--- src/design/prbw_pkg.sv ---
// ----------------------------------------------------------------------------
// prbw_pkg
// Shared types and constants for the prelu backward block with slope gradient.
// ----------------------------------------------------------------------------
`default_nettype none

package prbw_pkg;

   // field widths fixed by the interface
   localparam int ENTRY_W  = 6;
   localparam int DATA_W   = 16;
   localparam int ACC_W    = 48;
   localparam int ALPHA_W  = 7;
   localparam int PLANE_W  = 24;
   localparam int CSR_IDX_W  = 2;
   localparam int CSR_DATA_W = 24;

   // request opcodes
   typedef enum logic [1:0] {
      OP_LOAD_SLOPE = 2'd0,
      OP_CLEAR      = 2'd1,
      OP_ELEMENT    = 2'd2,
      OP_READ_GRAD  = 2'd3
   } opcode_type;

   // result kinds
   localparam logic KIND_DX   = 1'b0;
   localparam logic KIND_GRAD = 1'b1;

   // register indexes
   localparam logic [CSR_IDX_W-1:0] CSR_ALPHA_COUNT = 2'd0;
   localparam logic [CSR_IDX_W-1:0] CSR_PLANE_SIZE  = 2'd1;

   // request as held in the working stage
   typedef struct packed {
      opcode_type                 opcode;
      logic [ENTRY_W-1:0]         entry_index;
      logic signed [DATA_W-1:0]   x_value;
      logic signed [DATA_W-1:0]   dy_value;
   } item_type;

   // one result item
   typedef struct packed {
      logic                       result_kind;
      logic signed [ACC_W-1:0]    result_value;
      logic [ENTRY_W-1:0]         channel_index;
   } result_type;

endpackage

`default_nettype wire

--- src/design/prbw_datapath.sv ---
// ----------------------------------------------------------------------------
// prbw_datapath
// Element and readout arithmetic: dx with floor shift and saturation, and the
// saturating slope-gradient accumulate.
// ----------------------------------------------------------------------------
`default_nettype none

module prbw_datapath
   import prbw_pkg::*;
(
   input  wire item_type              item,
   input  wire logic [ACC_W-1:0]      acc_old,
   input  wire logic [DATA_W-1:0]     slope,
   input  wire logic                  in_range,
   input  wire logic [ENTRY_W-1:0]    chan,
   output result_type                 result,
   output logic                       acc_we,
   output logic      [ACC_W-1:0]      acc_new
);

   logic signed [2*DATA_W-1:0] dx_prod;
   logic signed [2*DATA_W-1:0] grad_prod;
   logic signed [19:0]         dx_shift;
   logic signed [DATA_W-1:0]   dx_sat;
   logic signed [DATA_W-1:0]   dx;
   logic signed [ACC_W:0]      acc_sum;
   logic                       x_pos;

   // both products in parallel
   assign dx_prod   = item.dy_value * $signed(slope);
   assign grad_prod = item.x_value * item.dy_value;
   assign x_pos     = !item.x_value[DATA_W-1] && (item.x_value != '0);

   // dx: drop 12 fraction bits (floor), then clamp to 16 bits
   always_comb begin
      dx_shift = dx_prod[2*DATA_W-1:12];
      if (dx_shift[19:15] == 5'b00000 || dx_shift[19:15] == 5'b11111) begin
         dx_sat = dx_shift[15:0];
      end else if (dx_shift[19]) begin
         dx_sat = 16'sh8000;
      end else begin
         dx_sat = 16'sh7fff;
      end
      dx = x_pos ? item.dy_value : dx_sat;
   end

   // accumulate x*dy with 48-bit saturation
   always_comb begin
      acc_sum = {acc_old[ACC_W-1], acc_old}
              + {{(ACC_W + 1 - 2*DATA_W){grad_prod[2*DATA_W-1]}}, grad_prod};
      if (acc_sum[ACC_W] != acc_sum[ACC_W-1]) begin
         acc_new = acc_sum[ACC_W] ? {1'b1, {(ACC_W-1){1'b0}}} : {1'b0, {(ACC_W-1){1'b1}}};
      end else begin
         acc_new = acc_sum[ACC_W-1:0];
      end
      acc_we = (item.opcode == OP_ELEMENT) && !x_pos;
   end

   // result item
   always_comb begin
      if (item.opcode == OP_READ_GRAD) begin
         result.result_kind   = KIND_GRAD;
         result.result_value  = in_range ? acc_old : '0;
         result.channel_index = item.entry_index;
      end else begin
         result.result_kind   = KIND_DX;
         result.result_value  = {{(ACC_W - DATA_W){dx[DATA_W-1]}}, dx};
         result.channel_index = chan;
      end
   end

endmodule

`default_nettype wire

--- config.mk ---
export PLATFORM = sky130hd
export DESIGN_NAME = prbw_datapath
export DESIGN_NICKNAME = d
export VERILOG_FILES = /design/src/design/prbw_pkg.sv /design/src/design/prbw_datapath.sv
export SDC_FILE = /design/constraint.sdc
export NUM_CORES = 2
export LEC_CHECK = 0
export ABC_AREA = 1
export BUFFER_PORTS_ARGS = -buffer_cell sky130_fd_sc_hd__buf_4
export CAP_MARGIN = 20
export CORE_MARGIN = 5
export CORE_UTILIZATION = 35
export DETAILED_ROUTE_END_ITERATION = 16
export PLACE_DENSITY = 0.62
export SLEW_MARGIN = 25
export SYNTH_ARGS = -nofsm -noshare
export SYNTH_HDL_FRONTEND = slang
export SYNTH_SLANG_ARGS = --single-unit
--- constraint.sdc ---
create_clock -name vclk -period 7.9
set_input_delay 0 -clock vclk [all_inputs]
set_output_delay 0 -clock vclk [all_outputs]
set_load 0.03 [all_outputs]
==> impl_metrics.py <==
metrics = {
    "synth": {
        "avgSynthCellArea_sq_um": 7.39,
        "syn-num-nets": 4545,
        "synthCells": 3594,
        "synth_cell_types": 43,
        "syn-cell-area_sq_mm": 0.0266,
        "yosysWarnings": 0,
        "ys_seq_area_share_pct": 0,
    },
    "global_routing": {
        "antenna_found_initial": 3,
        "grt_max_degree": 48,
        "grt_overflow": 0,
        "grt.total_usage_pct": 18.4,
        "grt_pass1_vias": 23266,
        "grt_pass1_wl_um": 122000,
    },
    "layout": {
        "seqCellArea_sq_um": 0,
        "nFillCells": 8021,
        "utilization_pct": 38.4,
        "layout_common_cells": "inv_1, nand2_1, fa_1",
        "syn_to_final_growth_pct": 9.19,
        "drive_gt1_share_pct": 7.92,
        "seq_cell_count": 0,
        "fin_cells": 4670,
        "nets": 4642,
        "nClkBuffers": 0,
        "mostFrequentLayoutCell": "inv_1",
    },
    "routing": {
        "viasPerCell": 4.61,
        "avgRoutedWirePerCell_um": 15.9,
        "ant_nets": 0,
        "vias": 21540,
        "first_iter_violations": 1175,
        "drc_errors": 0,
        "first_pass_iters": 5,
        "drt_wl_total_um": 74000,
    },
    "run_status": {
        "status": "finished, final reports clean",
    },
    "timing": {
        "worst_slew_pin_slew_ns": 0.972,
        "period_share_pct": 91.6,
        "grt_setup_unrepaired": "no",
        "fin_setup_tns_ns": 0,
        "slew_violations": 0,
        "period_minus_slack_ns": 7.24,
        "slew_headroom_pct": 35.2,
        "setup_viol": 0,
        "max_freq_ghz": 0.138,
        "hold_viol_final": 0,
    },
    "die": {
        "fp.dieW_um": 285,
        "ios": 215,
        "initial_utilization_pct": 35.1,
        "die_area_sq_mm": 0.0815,
        "rows": 101,
        "design.core.area_sq_mm": 0.0756,
        "die_h_um": 285,
    },
    "setup_path": {
        "arrival_ns": 7.24,
        "worstSetupEndpointType": "output port",
        "worst-path-buf-inv": 9,
        "critPathMaxStageDelay_ns": 0.66,
        "critPathKind": "input pin to output port",
        "crit_path_max_fanout": 28,
        "startpoint_type": "input pin",
        "crit_required_ns": 7.90,
        "critical-path-top-delay-family": "adder cells",
        "slowest_stage": "fa_1",
    },
    "clocking": {
        "ctsHoldBuffers": 0,
        "cts_resized": 0,
        "cts_setup_buffers": 0,
    },
    "placed_design": {
        "globalplace.congestion": 0.922,
        "dp_cells": 4667,
        "portBuffers": 215,
        "dp_hpwl_um": 64100,
    },
    "worst_hold_path": {
        "min_path_type": "input pin to output port",
    },
    "flow_run": {
        "cap_viol_max_count": 0,
    },
}
==> final timing paths <==
check | startpoint | endpoint | slack (ns) | cells past startpoint
worst min-delay path | item[38] | acc_we | 0.27 | 3
worst max-delay path | item[31] | acc_new[3] | 0.66 | 27
==> synth_stat cells, types with 11 or more instances <==
cell type  number  area share [%]
nand2_2        24            0.57
clkbuf_1      126             1.8
nor2_1        152             2.1
xor2_1         46             1.5
nand3_1        44            0.83
nand2_1       981              14
xnor2_1        20            0.66
ha_1          213              10
o21bai_1       11            0.31
fa_1          627              47
a21oi_1        80             1.5
o21ai_0        65             1.2
inv_1        1099              16
==> stage by stage <==
stage          area (sq um)  hold slack [ns]  setup slack [ns]
6_report              29000            0.275             0.660
5_1_grt               29000            0.283            0.0702
4_1_cts               29000            0.273             0.619
3_5_place_dp          29000            0.272             0.634
3_3_place_gp          29000            0.271             0.757
2_1_floorplan         26600            0.112             0.995
==> per-layer routing <==
| metal | global-route usage, % | part of all wire, % |
|---|---|---|
| met3 | 2.45 | 5.9 |
| met5 | 0 | 0 |
| met4 | 3.71 | 2.4 |
| met1 | 24.8 | 44 |
| met2 | 32.1 | 48 |
==> worst min-delay path, cell delays in order <==
cell	delay, ns
buf_4	0.08
nor2_1	0.04
buf_4	0.16
==> kinds of logic after synthesis <==
logic type | share of synthesized area, %
simple gates | 18.6
buf+inv | 17.8
fa+ha+maj | 57.3
compound gates | 4.15
xor+xnor | 2.18
==> cell type report <==
cell class,count,area [sq um],area share (%)
Antenna cell,3,7.51,0.0259
Inverter,1102,4140,14.3
Multi-Input combinational cell,2350,21800,75.3
Tap cell,978,1220,4.22
Timing Repair Buffer,237,1790,6.18
Power is left out: the tool's default activity adds up to more than one toggle a clock period on the data nets, which glitch-free logic cannot reach.
