**config.mk**
```make
export PLATFORM = sky130hd
export DESIGN_NAME = prbw_chan_ctrl
export DESIGN_NICKNAME = d
export VERILOG_FILES = /design/src/design/prbw_pkg.sv /design/src/design/prbw_chan_ctrl.sv
export SDC_FILE = /design/constraint.sdc
export NUM_CORES = 1
export LEC_CHECK = 0
export BUFFER_PORTS_ARGS = -buffer_cell sky130_fd_sc_hd__buf_2
export CAP_MARGIN = 20
export CORE_MARGIN = 5
export CORE_UTILIZATION = 62
export DETAILED_ROUTE_END_ITERATION = 16
export HOLD_SLACK_MARGIN = 0.06
export PLACE_DENSITY = 0.95
export SLEW_MARGIN = 10
export SYNTH_ARGS = -nofsm -noshare
export SYNTH_HDL_FRONTEND = slang
export SYNTH_SLANG_ARGS = --single-unit
```
**constraint.sdc**
```tcl
create_clock -name clock -period 5.55 [get_ports clock]
set_input_delay 1.11 -clock clock [delete_from_list [all_inputs] [get_ports clock]]
set_output_delay 1.11 -clock clock [all_outputs]
set_load 0.05 [all_outputs]
```
**src/design/prbw_pkg.sv**
```systemverilog
// ----------------------------------------------------------------------------
// prbw_pkg
// Shared types and constants for the prelu backward block with slope gradient.
// ----------------------------------------------------------------------------
`default_nettype none

package prbw_pkg;

   // field widths fixed by the interface
   localparam int ENTRY_W  = 6;
   localparam int DATA_W   = 16;
   localparam int ACC_W    = 48;
   localparam int ALPHA_W  = 7;
   localparam int PLANE_W  = 24;
   localparam int CSR_IDX_W  = 2;
   localparam int CSR_DATA_W = 24;

   // request opcodes
   typedef enum logic [1:0] {
      OP_LOAD_SLOPE = 2'd0,
      OP_CLEAR      = 2'd1,
      OP_ELEMENT    = 2'd2,
      OP_READ_GRAD  = 2'd3
   } opcode_type;

   // result kinds
   localparam logic KIND_DX   = 1'b0;
   localparam logic KIND_GRAD = 1'b1;

   // register indexes
   localparam logic [CSR_IDX_W-1:0] CSR_ALPHA_COUNT = 2'd0;
   localparam logic [CSR_IDX_W-1:0] CSR_PLANE_SIZE  = 2'd1;

   // request as held in the working stage
   typedef struct packed {
      opcode_type                 opcode;
      logic [ENTRY_W-1:0]         entry_index;
      logic signed [DATA_W-1:0]   x_value;
      logic signed [DATA_W-1:0]   dy_value;
   } item_type;

   // one result item
   typedef struct packed {
      logic                       result_kind;
      logic signed [ACC_W-1:0]    result_value;
      logic [ENTRY_W-1:0]         channel_index;
   } result_type;

endpackage

`default_nettype wire

```
**src/design/prbw_chan_ctrl.sv**
```systemverilog
// ----------------------------------------------------------------------------
// prbw_chan_ctrl
// Plane position and channel counters; the channel advances every plane_size
// elements and wraps at the effective slope count.
// ----------------------------------------------------------------------------
`default_nettype none

module prbw_chan_ctrl
   import prbw_pkg::*;
#(
   parameter int SLOPE_DEPTH = 64,
   localparam int AW = (SLOPE_DEPTH > 1) ? $clog2(SLOPE_DEPTH) : 1
) (
   input  wire logic               clock,
   input  wire logic               reset,
   input  wire logic [ALPHA_W-1:0] alpha_count,
   input  wire logic [PLANE_W-1:0] plane_size,
   input  wire logic               advance,
   input  wire logic               clear,
   output logic      [AW-1:0]      channel
);

   localparam int CW = $clog2(SLOPE_DEPTH + 1);
   localparam int EW = (CW > ALPHA_W) ? CW : ALPHA_W;

   logic [PLANE_W-1:0] pos_ff, pos_in;
   logic [AW-1:0]      chan_ff, chan_in;
   logic [PLANE_W-1:0] pos_inc;
   logic [PLANE_W-1:0] psize;
   logic [EW-1:0]      eff_count;
   logic [EW-1:0]      chan_inc;
   logic               plane_wrap;

   // effective limits: zero reads as one, slope count capped at table depth
   always_comb begin
      psize = (plane_size == '0) ? PLANE_W'(1) : plane_size;
      if (alpha_count == '0) begin
         eff_count = EW'(1);
      end else if (EW'(alpha_count) > EW'(SLOPE_DEPTH)) begin
         eff_count = EW'(SLOPE_DEPTH);
      end else begin
         eff_count = EW'(alpha_count);
      end
   end

   // next position and channel
   always_comb begin
      pos_inc    = pos_ff + PLANE_W'(1);
      plane_wrap = (pos_inc >= psize) || (pos_inc == '0);
      chan_inc   = EW'(chan_ff) + EW'(1);
      pos_in     = pos_ff;
      chan_in    = chan_ff;
      if (clear) begin
         pos_in  = '0;
         chan_in = '0;
      end else if (advance) begin
         if (plane_wrap) begin
            pos_in  = '0;
            chan_in = (chan_inc >= eff_count) ? '0 : AW'(chan_inc);
         end else begin
            pos_in  = pos_inc;
         end
      end
   end

   always_ff @(posedge clock) begin
      if (reset) begin
         pos_ff  <= '0;
         chan_ff <= '0;
      end else begin
         pos_ff  <= pos_in;
         chan_ff <= chan_in;
      end
   end

   assign channel = chan_ff;

endmodule

`default_nettype wire

```
==> impl_table.tex <==
\begin{tabular}{lr}
\hline
Metric & Value \\
\hline
\multicolumn{2}{l}{\textbf{STA}} \\
Final setup violation count & 0 \\
Slew @ Worst Pin & slightly below 0.7 ns \\
RSZ-0062 raised after global routing & no \\
FMAX & 0.238 GHz \\
Final hold vios & 0 \\
Count of pins over their slew limit & 0 \\
Worst Setup Slack, final & between 1 and 1.5 ns \\
Final worst path period need & 4.21 ns \\
Fin crit share & 0.758 \\
Worst rel slew slack & 0.547 \\
Final-layout setup total negative slack & 0 ns \\
Final clock skew & $\sim$0.0032 ns \\
\multicolumn{2}{l}{\textbf{Power}} \\
Clock network fraction of design power & 0.377 \\
Cell internal power dissipation & 322 µW \\
Lkg Pwr & 0.00145 µW \\
Max IR drop VDD & 106 µV \\
Comb pwr share & 0.109 \\
Sequential share of power & 0.514 \\
PD cells & 140 nW/µm² \\
Net switching component of the power & 101 µW \\
Fraction of power spent switching nets & 0.239 \\
\multicolumn{2}{l}{\textbf{Critical path}} \\
Source of the critical timing path & pos\_ff[0] \\
Number of buffers and inverters on the critical path & 0 \\
Kind of cell adding the most delay to the critical path & simple AND/OR/NAND/NOR gates \\
Type of the worst setup path & flop to flop \\
Critical Path Max Stage Delay & roughly 0.6 ns \\
Start of the worst register-to-register path & pos\_ff[0] \\
Worst EP required & 5.78 ns \\
Data arrival time of the critical path & 4.43 ns \\
Maximum fanout count along the critical path & 16 \\
Slowest CP cell & sky130\_fd\_sc\_hd\_\_nor2\_2 \\
Critical-path cell list & ha\_1 > nand2\_1 > nor3\_2 > and4\_1 > xor2\_1 > ha\_1 > a21o\_1 > a21oi\_1 > o21ai\_0 > a21oi\_1 > o21ai\_2 > nor2\_2 > a221o\_1 \\
Crit end category & flop \\
CP Launch Type & flop \\
\multicolumn{2}{l}{\textbf{Placement}} \\
DP Wirelength & 5.21 mm \\
Number of input and output port buffers inserted & 40 \\
Minimum setup slack after placement & 1.23 ns \\
Routability cong. & 0.962 \\
\multicolumn{2}{l}{\textbf{Yosys}} \\
Share of synthesized area spent on multiplexers & 0.0113 \\
Instance count of the mapped netlist & 351 \\
Simple-Gate Fraction of Synth Area & 0.281 \\
Share of synthesized cell area in full adder, half adder and majority cells & 0.150 \\
Synth area leaders & sky130\_fd\_sc\_hd\_\_dfxtp\_1 22\%, sky130\_fd\_sc\_hd\_\_ha\_1 15\%, sky130\_fd\_sc\_hd\_\_xnor2\_1 6.7\% \\
Mapped cell area & about 2800 µm² \\
Dominant combinational cell family by area after synthesis & simple AND/OR/NAND/NOR gates \\
Async set-reset flop share out of synthesis & 0 \\
Seq/Total Area, Yosys & 0.218 \\
Syn\_area\_per\_cell & 7.86 µm² \\
Synth Net Count & $\sim$420 \\
Count of unique library cells instantiated by Yosys & 57 \\
Yosys Warn Count & 0 \\
Portion of synthesized cell area occupied by the leading cell type & 0.218 \\
Top flip-flop cell by instance count after synthesis & sky130\_fd\_sc\_hd\_\_dfxtp\_1 \\
Flip-flop and latch count after synthesis & 30 \\
XOR/XNOR Fraction of Synth Area & 0.0920 \\
Number of enable flip-flop cells after synthesis & 0 \\
Yosys top cell by area & sky130\_fd\_sc\_hd\_\_dfxtp\_1 \\
Compound-Gate Fraction of Synth Area & 0.182 \\
\multicolumn{2}{l}{\textbf{Route}} \\
Detail Route Antenna Nets & 0 \\
Routed wire length & 6.66 mm \\
Overall via count from detail\_route & 2731 \\
Routed length per instance & 15.4 µm \\
1st-pass router iterations & 4 \\
Post-detailed-route via-to-cell ratio & approximately 6.3 \\
Drt drc & 0 \\
First DRT Iteration DRCs & 177 \\
\multicolumn{2}{l}{\textbf{Hold path}} \\
Worst Hold Class & flop to flop \\
Min-Delay Startpoint & pos\_ff[16] \\
\multicolumn{2}{l}{\textbf{Clock tree}} \\
Level count of the clock H-tree & 2 \\
Clock root cell & sky130\_fd\_sc\_hd\_\_clkbuf\_8 \\
Clock latency on the worst-skew pair & between 0.2 and 0.3 ns \\
TritonCTS clock tree & done \\
Cts bufs inserted & 5 \\
Post-CTS Hold Fix Bufs & 0 \\
Clock sink count & 30 \\
Count of cells resized by post-cts repair & 0 \\
Clock transition at the registers of the reported paths & 0.06 ns \\
Post-CTS Repair Setup Buffers & 0 \\
Clock Tree Buf Depth & 2 \\
\multicolumn{2}{l}{\textbf{Final layout}} \\
Register area & 601 µm² \\
Filler Cell Count & 334 \\
Ratio of cells with drive above 1 in the final layout & 0.163 \\
Number of diodes & 0 \\
Area of combinational cells with multiple inputs & 1980 µm² \\
Net count of the finished layout & 449 \\
Layout overhead on the synthesized area & 9.70\% \\
\multicolumn{2}{l}{\textbf{Die}} \\
I/O pin count & 41 \\
Area of the core & 4320 µm² \\
Die extent in y & between 70 and 80 µm \\
Die Wd & 76.7 µm \\
Initial standard-cell utilization of the core & 0.638 \\
Number of rows created at floorplan & 24 \\
Die Area & 5890 µm² \\
\multicolumn{2}{l}{\textbf{GRT}} \\
Global-route wire length before repair & 11.2 mm \\
Met2 usage in global routing & 0.371 \\
Antenna violations before repair & 0 \\
M3 GR Usage & 0.0550 \\
GRT Total Usage & 0.227 \\
Via count of the first global-routing pass & 2575 \\
Pin count of the biggest net entering global routing & 25 \\
Met1 routing resource usage after global routing & 0.276 \\
Global routing's busiest layer & met2 \\
Total congestion overflow after global routing & 0 \\
\multicolumn{2}{l}{\textbf{Status}} \\
Result of the run & complete, no violations \\
\multicolumn{2}{l}{\textbf{Flow run}} \\
Number of maximum-capacitance violations & 0 \\
\hline
\end{tabular}
## synth_stat cells (2+ instances only)
| library cell | count |
|---|---|
| sky130_fd_sc_hd__ha_1 | 33 |
| sky130_fd_sc_hd__o21ai_0 | 11 |
| sky130_fd_sc_hd__mux2i_1 | 2 |
| sky130_fd_sc_hd__a21oi_1 | 16 |
| sky130_fd_sc_hd__nand4_1 | 10 |
| sky130_fd_sc_hd__nand3_1 | 18 |
| sky130_fd_sc_hd__a21o_1 | 5 |
| sky130_fd_sc_hd__nand2b_1 | 2 |
| sky130_fd_sc_hd__nor4_1 | 12 |
| sky130_fd_sc_hd__and2_1 | 3 |
| sky130_fd_sc_hd__inv_1 | 26 |
| sky130_fd_sc_hd__xnor2_1 | 21 |
| sky130_fd_sc_hd__dfxtp_1 | 30 |
| sky130_fd_sc_hd__nand4_2 | 3 |
| sky130_fd_sc_hd__a211o_1 | 3 |
| sky130_fd_sc_hd__nor2_1 | 25 |
| sky130_fd_sc_hd__nor3_1 | 7 |
| sky130_fd_sc_hd__buf_2 | 10 |
| sky130_fd_sc_hd__clkbuf_2 | 2 |
| sky130_fd_sc_hd__and3_1 | 3 |
| sky130_fd_sc_hd__a22o_1 | 16 |
| sky130_fd_sc_hd__nand2_1 | 39 |
| sky130_fd_sc_hd__and4_1 | 5 |
| sky130_fd_sc_hd__o311ai_0 | 2 |
| sky130_fd_sc_hd__clkbuf_1 | 4 |
| sky130_fd_sc_hd__a32o_1 | 5 |
| sky130_fd_sc_hd__xor2_1 | 8 |
## placed cells by master, fill, tap and decap left out, types with 2 or more instances in the layout
master / instances
sky130_fd_sc_hd__inv_1: 26
sky130_fd_sc_hd__a21o_1: 5
sky130_fd_sc_hd__a22o_1: 16
sky130_fd_sc_hd__nor4_1: 12
sky130_fd_sc_hd__clkbuf_1: 2
sky130_fd_sc_hd__nand4_1: 10
sky130_fd_sc_hd__a211o_1: 3
sky130_fd_sc_hd__nor2_1: 25
sky130_fd_sc_hd__nand2_1: 39
sky130_fd_sc_hd__and4_1: 5
sky130_fd_sc_hd__ha_1: 33
sky130_fd_sc_hd__clkbuf_8: 5
sky130_fd_sc_hd__nand2b_1: 2
sky130_fd_sc_hd__and2_1: 3
sky130_fd_sc_hd__nand4_2: 3
sky130_fd_sc_hd__a32o_1: 5
sky130_fd_sc_hd__dfxtp_1: 30
sky130_fd_sc_hd__xor2_1: 8
sky130_fd_sc_hd__nor3_1: 6
sky130_fd_sc_hd__buf_2: 40
sky130_fd_sc_hd__o311ai_0: 2
sky130_fd_sc_hd__nor3_2: 2
sky130_fd_sc_hd__xnor2_1: 21
sky130_fd_sc_hd__mux2i_1: 2
sky130_fd_sc_hd__o21ai_0: 11
sky130_fd_sc_hd__and3_1: 3
sky130_fd_sc_hd__nand3_1: 18
sky130_fd_sc_hd__a21oi_1: 16
## routing by layer
layer	wire (µm)	share of wire
met5	0	0
met4	159	0.024
met3	447	0.067
met2	3190	0.48
met1	2860	0.43
## cells by family after synthesis
logic type,after synthesis
DFF,30
buffers and inverters,44
muxes,3
adders and majority gates,33
xor gates and xnor gates,29
AOI/OAI and AO/OA,69
and+or+nand+nor,143
## power groups by stage
stage	Clock (µW)	Sequential (µW)	Combinational, µW
2_1_floorplan	0	221	24.0
3_3_place_gp	0	222	43.3
3_5_place_dp	0	222	45.9
4_1_cts	163	217	46.2
5_1_grt	178	217	52.0
6_report	159	217	46.3
## registers in the layout (all words and copies together) (netlist names)
name and cells:
channel 6, pos_ff 24
## path summary, 6_finish.rpt
kind / cells past startpoint / to / slack (ns)
worst min register to register: 2 / pos_ff[16] / 0.54
worst max register to register: 13 / pos_ff[22] / 1.34
worst min-delay path: 2 / pos_ff[16] / 0.54
worst max-delay path: 13 / pos_ff[22] / 1.34
## tightest hold or removal path: stages, from the launching register on
cell and delay [ns]:
sky130_fd_sc_hd__dfxtp_1 0.36, sky130_fd_sc_hd__nand2_1 0.07, sky130_fd_sc_hd__o21ai_0 0.06
## area by class of cell
class	instances	share of cell area
inverters	26	0.0322
flip-flops and latches	30	0.198
repair buffers	41	0.0686
well taps	52	0.0215
clock buffers	7	0.0252
multi-input cells	277	0.654
## metrics by stage
stage	hold WS, ns	instances	total power, µW	area, µm²	utilization
finish	0.540	433	423	3030	0.700
global route	0.576	433	447	3030	0.700
floorplan	0.487	351	245	2760	-
global placement	0.512	426	265	2950	0.683
CTS	0.532	433	426	3030	0.700
detailed placement	0.524	426	268	2950	0.683
(Power assumes the default switching activity.)
