**src/design/prbw_ram.sv**
```systemverilog
// ----------------------------------------------------------------------------
// prbw_ram
// Generic single-port-write, single-port-read RAM with registered read data.
// ----------------------------------------------------------------------------
`default_nettype none

module prbw_ram #(
   parameter int WIDTH = 16,
   parameter int DEPTH = 64,
   localparam int AW = (DEPTH > 1) ? $clog2(DEPTH) : 1
) (
   input  wire logic             clock,
   input  wire logic             wr_en,
   input  wire logic [AW-1:0]    wr_addr,
   input  wire logic [WIDTH-1:0] wr_data,
   input  wire logic             rd_en,
   input  wire logic [AW-1:0]    rd_addr,
   output logic      [WIDTH-1:0] rd_data
);

   logic [WIDTH-1:0] mem_ff [DEPTH];
   logic [WIDTH-1:0] rd_data_ff;

   // write port
   always_ff @(posedge clock) begin
      if (wr_en) begin
         mem_ff[wr_addr] <= wr_data;
      end
   end

   // registered read port, holds when not enabled
   always_ff @(posedge clock) begin
      if (rd_en) begin
         rd_data_ff <= mem_ff[rd_addr];
      end
   end

   assign rd_data = rd_data_ff;

endmodule

`default_nettype wire

```
**config.mk**
```make
export PLATFORM = sky130hd
export DESIGN_NAME = prbw_ram
export DESIGN_NICKNAME = d
export VERILOG_FILES = /design/src/design/prbw_ram.sv
export SDC_FILE = /design/constraint.sdc
export NUM_CORES = 1
export LEC_CHECK = 0
export BUFFER_PORTS_ARGS = -buffer_cell sky130_fd_sc_hd__buf_2
export CORE_ASPECT_RATIO = 0.6
export CORE_MARGIN = 2
export CORE_UTILIZATION = 40
export DETAILED_ROUTE_END_ITERATION = 16
export PLACE_DENSITY = 0.53
export SETUP_SLACK_MARGIN = 0.3
export SKIP_CTS_REPAIR_TIMING = 1
export SLEW_MARGIN = 20
export SYNTH_ARGS = -nofsm -noshare
export SYNTH_HDL_FRONTEND = slang
export SYNTH_SLANG_ARGS = --single-unit
```
**constraint.sdc**
```tcl
create_clock -name clock -period 5 [get_ports clock]
set_input_delay 1 -clock clock [delete_from_list [all_inputs] [get_ports clock]]
set_output_delay 1 -clock clock [all_outputs]
set_load 0.02 [all_outputs]
```
==> results.rst, run 1 <==
.. list-table::
   :header-rows: 1

   * - Metric
     - Value
   * - Result of the run
     - completed
   * - Layout filler cell count
     - approximately 8400
   * - Main flop type after synthesis
     - sky130_fd_sc_hd__edfxtp_1
   * - Clk slew on worst S/H paths
     - about 0.06 ns
   * - Post-synthesis cell type count
     - between 40 and 50
   * - Post-synth top area cell
     - sky130_fd_sc_hd__edfxtp_1
   * - Min Clock Period, post-route
     - approximately 3.6 ns
   * - Slew @ Worst Pin
     - between 1 and 1.5 ns
   * - Aggregate global routing overflow
     - 0
   * - Clock tree from TritonCTS
     - done
   * - Portion of synthesized cell area occupied by the leading cell type
     - ~78%
   * - # IOs
     - 47
   * - Most instantiated cells after synthesis
     - sky130_fd_sc_hd__edfxtp_1 (1040), sky130_fd_sc_hd__mux4_2 (220), sky130_fd_sc_hd__mux2i_1 (85)
   * - RePlAce Congestion
     - between 0.8 and 0.9
   * - Setup repair after global routing missed its margin
     - false
   * - Root Buffer
     - sky130_fd_sc_hd__clkbuf_16
   * - Flip-flop and latch count after synthesis
     - 1040
   * - Final WL
     - around 110000 um
   * - Overall Global Routing Usage
     - roughly 21%
   * - H-tree Lvls
     - 3
   * - Ratio of total power to cell area
     - around 390 mW/mm^2
   * - Pins over their slew limit
     - 0
   * - Nature of the critical path startpoint
     - input port
   * - Iteration-0 DRC count of the detailed router
     - around 2900
   * - Startpoint-to-endpoint class of the critical path
     - in2reg
   * - Area Growth Syn to Fin
     - 13.0%
   * - Arrival time at the worst endpoint
     - 3.96 ns
   * - Cell types occupying the most area after synthesis
     - sky130_fd_sc_hd__edfxtp_1 (78%), sky130_fd_sc_hd__mux4_2 (12%), sky130_fd_sc_hd__mux2i_1 (2.1%)
   * - Count of TritonRoute iterations in the first routing pass
     - 5
   * - Number of flops mapped to enable cells by yosys
     - about 1000
   * - Maximum achievable frequency
     - ~0.28 GHz
   * - Worst Path Required
     - roughly 5.4 ns
   * - Die ar.
     - around 0.10 sq mm
   * - Routed wire per std cell
     - 31.1 um
   * - Warnings, synthesis
     - 0
   * - Max VDD drop
     - around 0.26 mV
   * - Clk Latency, worst-skew pair
     - 0.67 ns
   * - Top routing layer used
     - met5
   * - Count of unresolved DRC violations after routing
     - 0
   * - Asr flop ratio synth
     - 0%
   * - Via count of the first global-routing pass
     - approximately 19000
   * - Count of antenna-violating nets left after detailed routing
     - 0
   * - Mapped Area
     - roughly 0.040 sq mm
   * - First-pass GRT wire length
     - 149000 um
   * - Setup-violating endpoint count in the final report
     - 0
   * - Post-synthesis sequential area ratio
     - between 70 and 80%
   * - Most instantiated library cell after synthesis
     - sky130_fd_sc_hd__edfxtp_1
   * - Worst-case clock skew
     - 0.0198 ns
   * - Post-synth net total
     - ~1900
   * - IO Port Bufs
     - 46
   * - Initial antenna violation count
     - 10
   * - Cts bufs inserted
     - between 90 and 100
   * - Die Span X
     - 413 um
   * - Maximum number of pins on one net before global-route repair
     - a little under 90
   * - Total clock sinks
     - 1040
   * - Starting density of the core
     - between 40% and 50%
   * - Total negative slack for setup checks
     - 0 ns
   * - Fin crit share
     - a little under three quarters
   * - Synthesized instance count
     - 1829
   * - Core footprint
     - between 0.1 and 0.15 sq mm
   * - Sum of routed wire segments on met1
     - approximately 51000 um
   * - Depth of the worst register-to-register path
     - 5
   * - MaxCap Viol Count
     - 0
   * - Setup crit end kind
     - register
   * - Met2 WL
     - between 40000 and 50000 um
   * - HPWL reported at the end of detailed placement
     - 64900 um
   * - Fraction of final layout cells sized beyond drive strength 1
     - around 27%
   * - Classification of the worst-slack hold path
     - in2reg
   * - PnR Total Power
     - 17.7 mW
   * - Count of nets after finishing
     - slightly above 2000
   * - Num rows
     - 90
   * - Maximum clock path buffer count
     - 3
   * - Mean number of vias per cell
     - ~5.8
   * - Worst-case headroom to the max-slew limit
     - slightly below 30%
   * - Die H
     - around 250 um
   * - Peak fanout along the critical path
     - between 60 and 70
   * - Final hold violations
     - 0
   * - Worst Hold Depth
     - 1
   * - Number of vias in the routed layout
     - slightly below 20000
   * - Static leakage power
     - between 10 and 15 nW
   * - Length of routed met3 wiring
     - 10100 um
   * - Synthesized area per cell
     - ~22 sq um
power by group:
| part | switching, mW | total, mW | internal (mW) |
|---|---|---|---|
| logic | 0.635 | 0.967 | 0.331 |
| clock network | 3.15 | 7.04 | 3.89 |
| registers | 0.0240 | 9.69 | 9.67 |
worst max-delay path, cell delays in order:
cell	delay [ns]
sky130_fd_sc_hd__buf_6	0.54
sky130_fd_sc_hd__buf_4	0.35
sky130_fd_sc_hd__nor2b_1	0.71
sky130_fd_sc_hd__a221oi_1	0.19
sky130_fd_sc_hd__a221oi_1	0.88
sky130_fd_sc_hd__a311oi_1	0.13
kinds of logic (layout without fill, tap and decap cells):
kind of cell	after synthesis	in the layout	share of synthesized area, %
flip-flops	1040	1040	77.7
multiplexers	336	336	15.5
buffers and inverters	104	336	1.82
AO/OA/AOI/OAI	129	129	2.40
other	0	1	0
AND/OR/NAND/NOR	220	220	2.64
registers in the layout (all words and copies together) (netlist names):
name	count
mem_ff	1024
rd_data	16
layout by cell type, fill, tap and decap left out, drive strengths merged, types with 12 or more instances in the layout:
cell,count
a21oi,17
a221oi,16
a22oi,39
buf,171
clkbuf,117
clkinv,36
edfxtp,1040
mux2,27
mux2i,85
mux4,224
nand2,60
nand3,24
nand4,12
nor2,74
nor2b,30
routing by layer:
metal	vias to the layer above	GRT usage, %
met5	-	0
li1	8015	-
met2	911	26.8
met4	6	4.42
met3	127	4.82
met1	10500	34.7
final timing paths:
check / startpoint / endpoint / slack (ns)
max: rd_addr[1] / rd_data[15] / 1.41
min: wr_data[5] / mem_ff[6][5] / 0.83
max reg2reg: mem_ff[30][15] / rd_data[15] / 2.51
min reg2reg: mem_ff[2][12] / rd_data[12] / 0.95
per-stage QoR:
step / setup slack [ns] / std cells / util, % / cell area (sq um) / hold WS [ns]
2_1_floorplan: 1.97 / 1829 / - / 40200 / 0.828
3_3_place_gp: 0.657 / 3230 / 42.4 / 42500 / 0.947
4_1_cts: 1.41 / 3394 / 45.3 / 45400 / 0.780
5_1_grt: 1.31 / 3396 / 45.4 / 45400 / 0.802
3_5_place_dp: 0.681 / 3230 / 42.4 / 42500 / 0.920
6_report: 1.41 / 3396 / 45.4 / 45400 / 0.831
final cells by class:
cell class                 instances  area, sq um  share of cell area [%]
timing repair buffer             172         1320                    2.90
clock inverter                    48          402                   0.884
tap                             1334         1670                    3.68
clock buffer                     116         2500                    5.50
multi-input combinational        685         8300                    18.3
sequential                      1040        31200                    68.8
antenna                            1         2.50                 0.00551
Power figures use the tool's default switching activity.
==> run 2: changes to the inputs <==
- ABC_AREA: not set -> 1
- PLACE_DENSITY: 0.53 -> 0.55
- clock period: 5 -> 3.14 ns (I/O delays scaled with it)
==> run 2 against run 1 <==
Against the previous run:
- area after synthesis increased by 5.1%
- clock power grew 70%
- sequential cell count is the same
- synthesized cell count rose by 92%
- power up 66%
- global-route usage up 2.3 points
- critical path type unchanged
- clock skew is 0.011 ns higher
- count of clock-buffer cells in the layout fell by 4
- largest cell class unchanged
==> results.rst, run 2 <==
.. list-table::
   :header-rows: 1

   * - Metric
     - Value
   * - Maximum number of pins on one net before global-route repair
     - 89 (was 87)
   * - Iteration-0 DRC count of the detailed router
     - 3565 (was 2919)
   * - Worst Path Required
     - 3.56 ns (was 5.37 ns)
   * - Worst hold path endpoint
     - mem_ff[40][7] (was mem_ff[6][5])
   * - Share of synthesized cell area in and, or, nand and nor gates
     - 22.6% (was 2.64%)
   * - Slew @ Worst Pin
     - 0.969 ns (was 1.06 ns)
   * - Nature of the critical path startpoint
     - input port (unchanged)
   * - Clk Latency, worst-skew pair
     - 0.70 ns (was 0.67 ns)
   * - Synthesized instance count
     - 3517 (was 1829)
   * - Startpoint of the lowest-slack register-to-register path
     - mem_ff[3][1] (was mem_ff[30][15])
   * - Hold_sp
     - wr_data[7] (was wr_data[5])
   * - Peak fanout along the critical path
     - 86 (was 69)
   * - Clock tree from TritonCTS
     - done (unchanged)
   * - Most common library cell in the layout ignoring fill and taps
     - sky130_fd_sc_hd__nand2_1 (was sky130_fd_sc_hd__edfxtp_1)
   * - IO Port Bufs
     - 46 (unchanged)
   * - Count of antenna-violating nets left after detailed routing
     - 0 (unchanged)
   * - Die ar.
     - 0.108 sq mm (was 0.103 sq mm)
   * - Result of the run
     - completed (unchanged)
   * - Post-synth net total
     - 3548 (was 1860)
   * - Root Buffer
     - sky130_fd_sc_hd__clkbuf_16 (unchanged)
   * - Routed wire per std cell
     - 24.5 um (was 31.1 um)
   * - Multiplexer fraction of the synthesized cell area
     - 0% (was 15.5%)
   * - Die H
     - 256 um (was 250 um)
   * - Portion of synthesized cell area occupied by the leading cell type
     - 73.9% (was 77.7%)
   * - Main flop type after synthesis
     - sky130_fd_sc_hd__edfxtp_1 (unchanged)
   * - PnR Total Power
     - 29.4 mW (was 17.7 mW)
   * - Min Clock Period, post-route
     - between 2 and 2.5 ns
   * - PnR worst setup slack
     - 0.767 ns (was 1.41 ns)
   * - HPWL reported at the end of detailed placement
     - 72700 um (was 64900 um)
   * - Share of the synthesized netlist area taken by xor and xnor gates
     - 0% (unchanged)
   * - Cell count after placement
     - 4921 (was 3230)
   * - Asr flop ratio synth
     - 0% (unchanged)
   * - Count of TritonRoute iterations in the first routing pass
     - 5 (unchanged)
   * - Register bank with the most flops
     - mem_ff (unchanged)
   * - Post-synthesis cell type count
     - 15 (was 42)
   * - Layout filler cell count
     - 9549 (was 8370)
   * - Kind of cell adding the most delay to the critical path
     - simple AND/OR/NAND/NOR gates (was compound AO/OA/AOI/OAI gates)
   * - Register-to-register setup slack
     - 1.37 ns (was 2.51 ns)
   * - Setup crit end kind
     - register (unchanged)
   * - Core footprint
     - 0.105 sq mm (was 0.100 sq mm)
   * - Area Growth Syn to Fin
     - 13.3% (was 13.0%)
   * - Maximum achievable frequency
     - about 0.42 GHz
   * - Biggest cell delay along the critical path
     - 0.37 ns (was 0.88 ns)
   * - Startpoint-to-endpoint class of the critical path
     - in2reg (unchanged)
   * - Cell types occupying the most area after synthesis
     - sky130_fd_sc_hd__edfxtp_1 (74%), sky130_fd_sc_hd__nand2_1 (12%), sky130_fd_sc_hd__nand3_1 (10%) (was sky130_fd_sc_hd__edfxtp_1 (78%), sky130_fd_sc_hd__mux4_2 (12%), sky130_fd_sc_hd__mux2i_1 (2.1%))
   * - Global routing met1 resource utilization
     - 37.1% (was 34.7%)
   * - Max stage delay cell, worst path
     - sky130_fd_sc_hd__buf_12 (was sky130_fd_sc_hd__a221oi_1)
   * - Synthesized area per cell
     - 12.0 sq um (was 22.0 sq um)
   * - # IOs
     - 47 (unchanged)
   * - Worst-case clock skew
     - 0.0311 ns (was 0.0198 ns)
   * - RePlAce Congestion
     - 0.828 (was 0.852)
   * - Arrival time at the worst endpoint
     - 2.79 ns (was 3.96 ns)
   * - Setup repair after global routing missed its margin
     - false (unchanged)
   * - Fin crit share
     - around three quarters
   * - Post-synthesis sequential area ratio
     - 73.9% (was 77.7%)
   * - Mean number of vias per cell
     - 5.39 (was 5.77)
   * - Worst-case headroom to the max-slew limit
     - 35.4% (was 29.0%)
   * - Warnings, synthesis
     - 0 (unchanged)
   * - Count of nets after finishing
     - 3640 (was 2024)
   * - Number of flops mapped to enable cells by yosys
     - 1040 (unchanged)
   * - Post-synth top area cell
     - sky130_fd_sc_hd__edfxtp_1 (unchanged)
   * - Aggregate global routing overflow
     - 0 (unchanged)
   * - Final WL
     - 125000 um (was 106000 um)
   * - Fraction of final layout cells sized beyond drive strength 1
     - 10.4% (was 27.3%)
   * - Classification of the worst-slack hold path
     - in2reg (unchanged)
   * - Synthesized-area fraction occupied by ao, oa, aoi and oai cells
     - 0% (was 2.40%)
   * - Flip-flop and latch count after synthesis
     - 1040 (unchanged)
   * - Max VDD drop
     - 0.461 mV (was 0.263 mV)
   * - Most instantiated cells after synthesis
     - sky130_fd_sc_hd__nand2_1 (1296), sky130_fd_sc_hd__edfxtp_1 (1040), sky130_fd_sc_hd__nand3_1 (871) (was sky130_fd_sc_hd__edfxtp_1 (1040), sky130_fd_sc_hd__mux4_2 (220), sky130_fd_sc_hd__mux2i_1 (85))
   * - Ratio of total power to cell area
     - 614 mW/mm^2 (was 390 mW/mm^2)
   * - Post-route core utilization
     - 45.7% (was 45.4%)
   * - Worst Hold Depth
     - 1 (unchanged)
   * - Non-filler instance count after layout
     - 5099 (was 3396)
   * - Die Span X
     - 424 um (was 413 um)
   * - MaxCap Viol Count
     - 0 (unchanged)
   * - H-tree Lvls
     - 3 (unchanged)
   * - Pins over their slew limit
     - 0 (unchanged)
   * - Mapped Area
     - 0.0423 sq mm (was 0.0402 sq mm)
   * - Starting density of the core
     - 40.3% (was 40.2%)
   * - Met2 usage
     - 31.6% (was 26.8%)
   * - Worst reg2reg endpoint
     - rd_data[1] (was rd_data[15])
   * - Static leakage power
     - 17.2 nW (was 14.2 nW)
   * - Total clock sinks
     - 1040 (unchanged)
   * - Most instantiated library cell after synthesis
     - sky130_fd_sc_hd__nand2_1 (was sky130_fd_sc_hd__edfxtp_1)
   * - Count of unresolved DRC violations after routing
     - 0 (unchanged)
   * - Cts bufs inserted
     - 96 (was 94)
   * - Final hold violations
     - 0 (unchanged)
   * - Adder-cell share of the synthesized area
     - 0% (unchanged)
   * - Via count of the first global-routing pass
     - 25500 (was 19000)
   * - Launch point of the worst path
     - rd_addr[0] (was rd_addr[1])
   * - Num rows
     - 92 (was 90)
   * - Met3 Usage GRT
     - 4.58% (was 4.82%)
   * - Number of vias in the routed layout
     - 27500 (was 19600)
   * - Depth of the worst register-to-register path
     - 8 (was 5)
   * - Largest family of logic cells by synthesized area
     - simple AND/OR/NAND/NOR gates (was multiplexers)
   * - CP Buf/Inv Count
     - 3 (was 2)
   * - Number of flip-flops under the largest register name
     - 1024 (unchanged)
   * - Ordered list of cells on the worst path
     - buf_8 > clkinv_16 > buf_12 > nand2_1 > nand3_1 > nand3_1 > nand2_1 > nand2_1 > nand3_1 > nand3_1 > nand2_1 (was buf_6 > buf_4 > nor2b_1 > a221oi_1 > a221oi_1 > a311oi_1)
   * - Overall Global Routing Usage
     - 23.0% (was 20.7%)
   * - Pre-CTS WS
     - 0.157 ns (was 0.681 ns)
   * - Clk slew on worst S/H paths
     - 0.06 ns (about the same)
   * - Setup-violating endpoint count in the final report
     - 0 (unchanged)
   * - Maximum clock path buffer count
     - 3 (unchanged)
   * - GRT Max-Usage Layer
     - met1 (unchanged)
   * - Initial antenna violation count
     - 9 (was 10)
   * - First-pass GRT wire length
     - 184000 um (was 149000 um)
   * - Highest-count cells in the layout ignoring fill and taps
     - sky130_fd_sc_hd__nand2_1 (1296), sky130_fd_sc_hd__edfxtp_1 (1040), sky130_fd_sc_hd__nand3_1 (871), sky130_fd_sc_hd__buf_4 (135), sky130_fd_sc_hd__clkbuf_16 (97) (was sky130_fd_sc_hd__edfxtp_1 (1040), sky130_fd_sc_hd__mux4_2 (220), sky130_fd_sc_hd__buf_4 (116), sky130_fd_sc_hd__clkbuf_16 (97), sky130_fd_sc_hd__mux2i_1 (85))
run 2: final cells by class:
type | instances | area (sq um) | area share (%)
Antenna cell | 1 | 2.50 | 0.00523
Clock buffer | 112 | 2480 | 5.19
Clock inverter | 65 | 658 | 1.37
Inverter | 12 | 81.3 | 0.170
Multi-Input combinational cell | 2240 | 9630 | 20.1
Sequential cell | 1040 | 31200 | 65.2
Tap cell | 1410 | 1760 | 3.68
Timing Repair Buffer | 219 | 2030 | 4.24
run 2: cell families after synthesis:
| logic type | count (synthesis) |
|---|---|
| buffers and inverters | 237 |
| flip-flops | 1040 |
| AND/OR/NAND/NOR | 2240 |
run 2: per-stage QoR:
stage | area (sq um) | hold slack, ns | setup TNS, ns
finish | 47900 | 0.432 | 0
global route | 47900 | 0.437 | 0
CTS | 47900 | 0.398 | 0
detailed placement | 44700 | 0.895 | 0
global placement | 44700 | 0.906 | 0
floorplan | 42300 | 0.727 | -5.38
run 2: per-layer routing:
| layer | vias to the layer above | wire length, um |
|---|---|---|
| met3 | 159 | 11200 |
| met4 | 0 | 2500 |
| met5 | - | 0 |
| li1 | 12600 | - |
| met2 | 1211 | 51800 |
| met1 | 13500 | 59400 |
run 2: power by group:
group,leakage (nW),internal (mW),total (mW),switching (mW)
logic,6.26,0.497,1.99,1.49
registers,9.37,15.4,15.4,0.0474
clock network,1.54,6.73,12.0,5.24
total,17.2,22.6,29.4,6.77
run 2: worst reg2reg max path: cells and delay by family, from the launching register on:
| kind | cells | cell delay (ns) |
|---|---|---|
| simple gates | 8 | 1.15 |
| flops | 1 | 0.37 |
run 2: worst max path at each step:
stage | end | slack [ns] | cells after the start
CTS | rd_data[4] | 0.91 | 11
floorplan | mem_ff[48][0] | -0.04 | 3
finish | rd_data[11] | 0.77 | 11
global placement | rd_data[4] | 0.15 | 11
global route | rd_data[11] | 0.70 | 11
detailed placement | rd_data[4] | 0.16 | 11
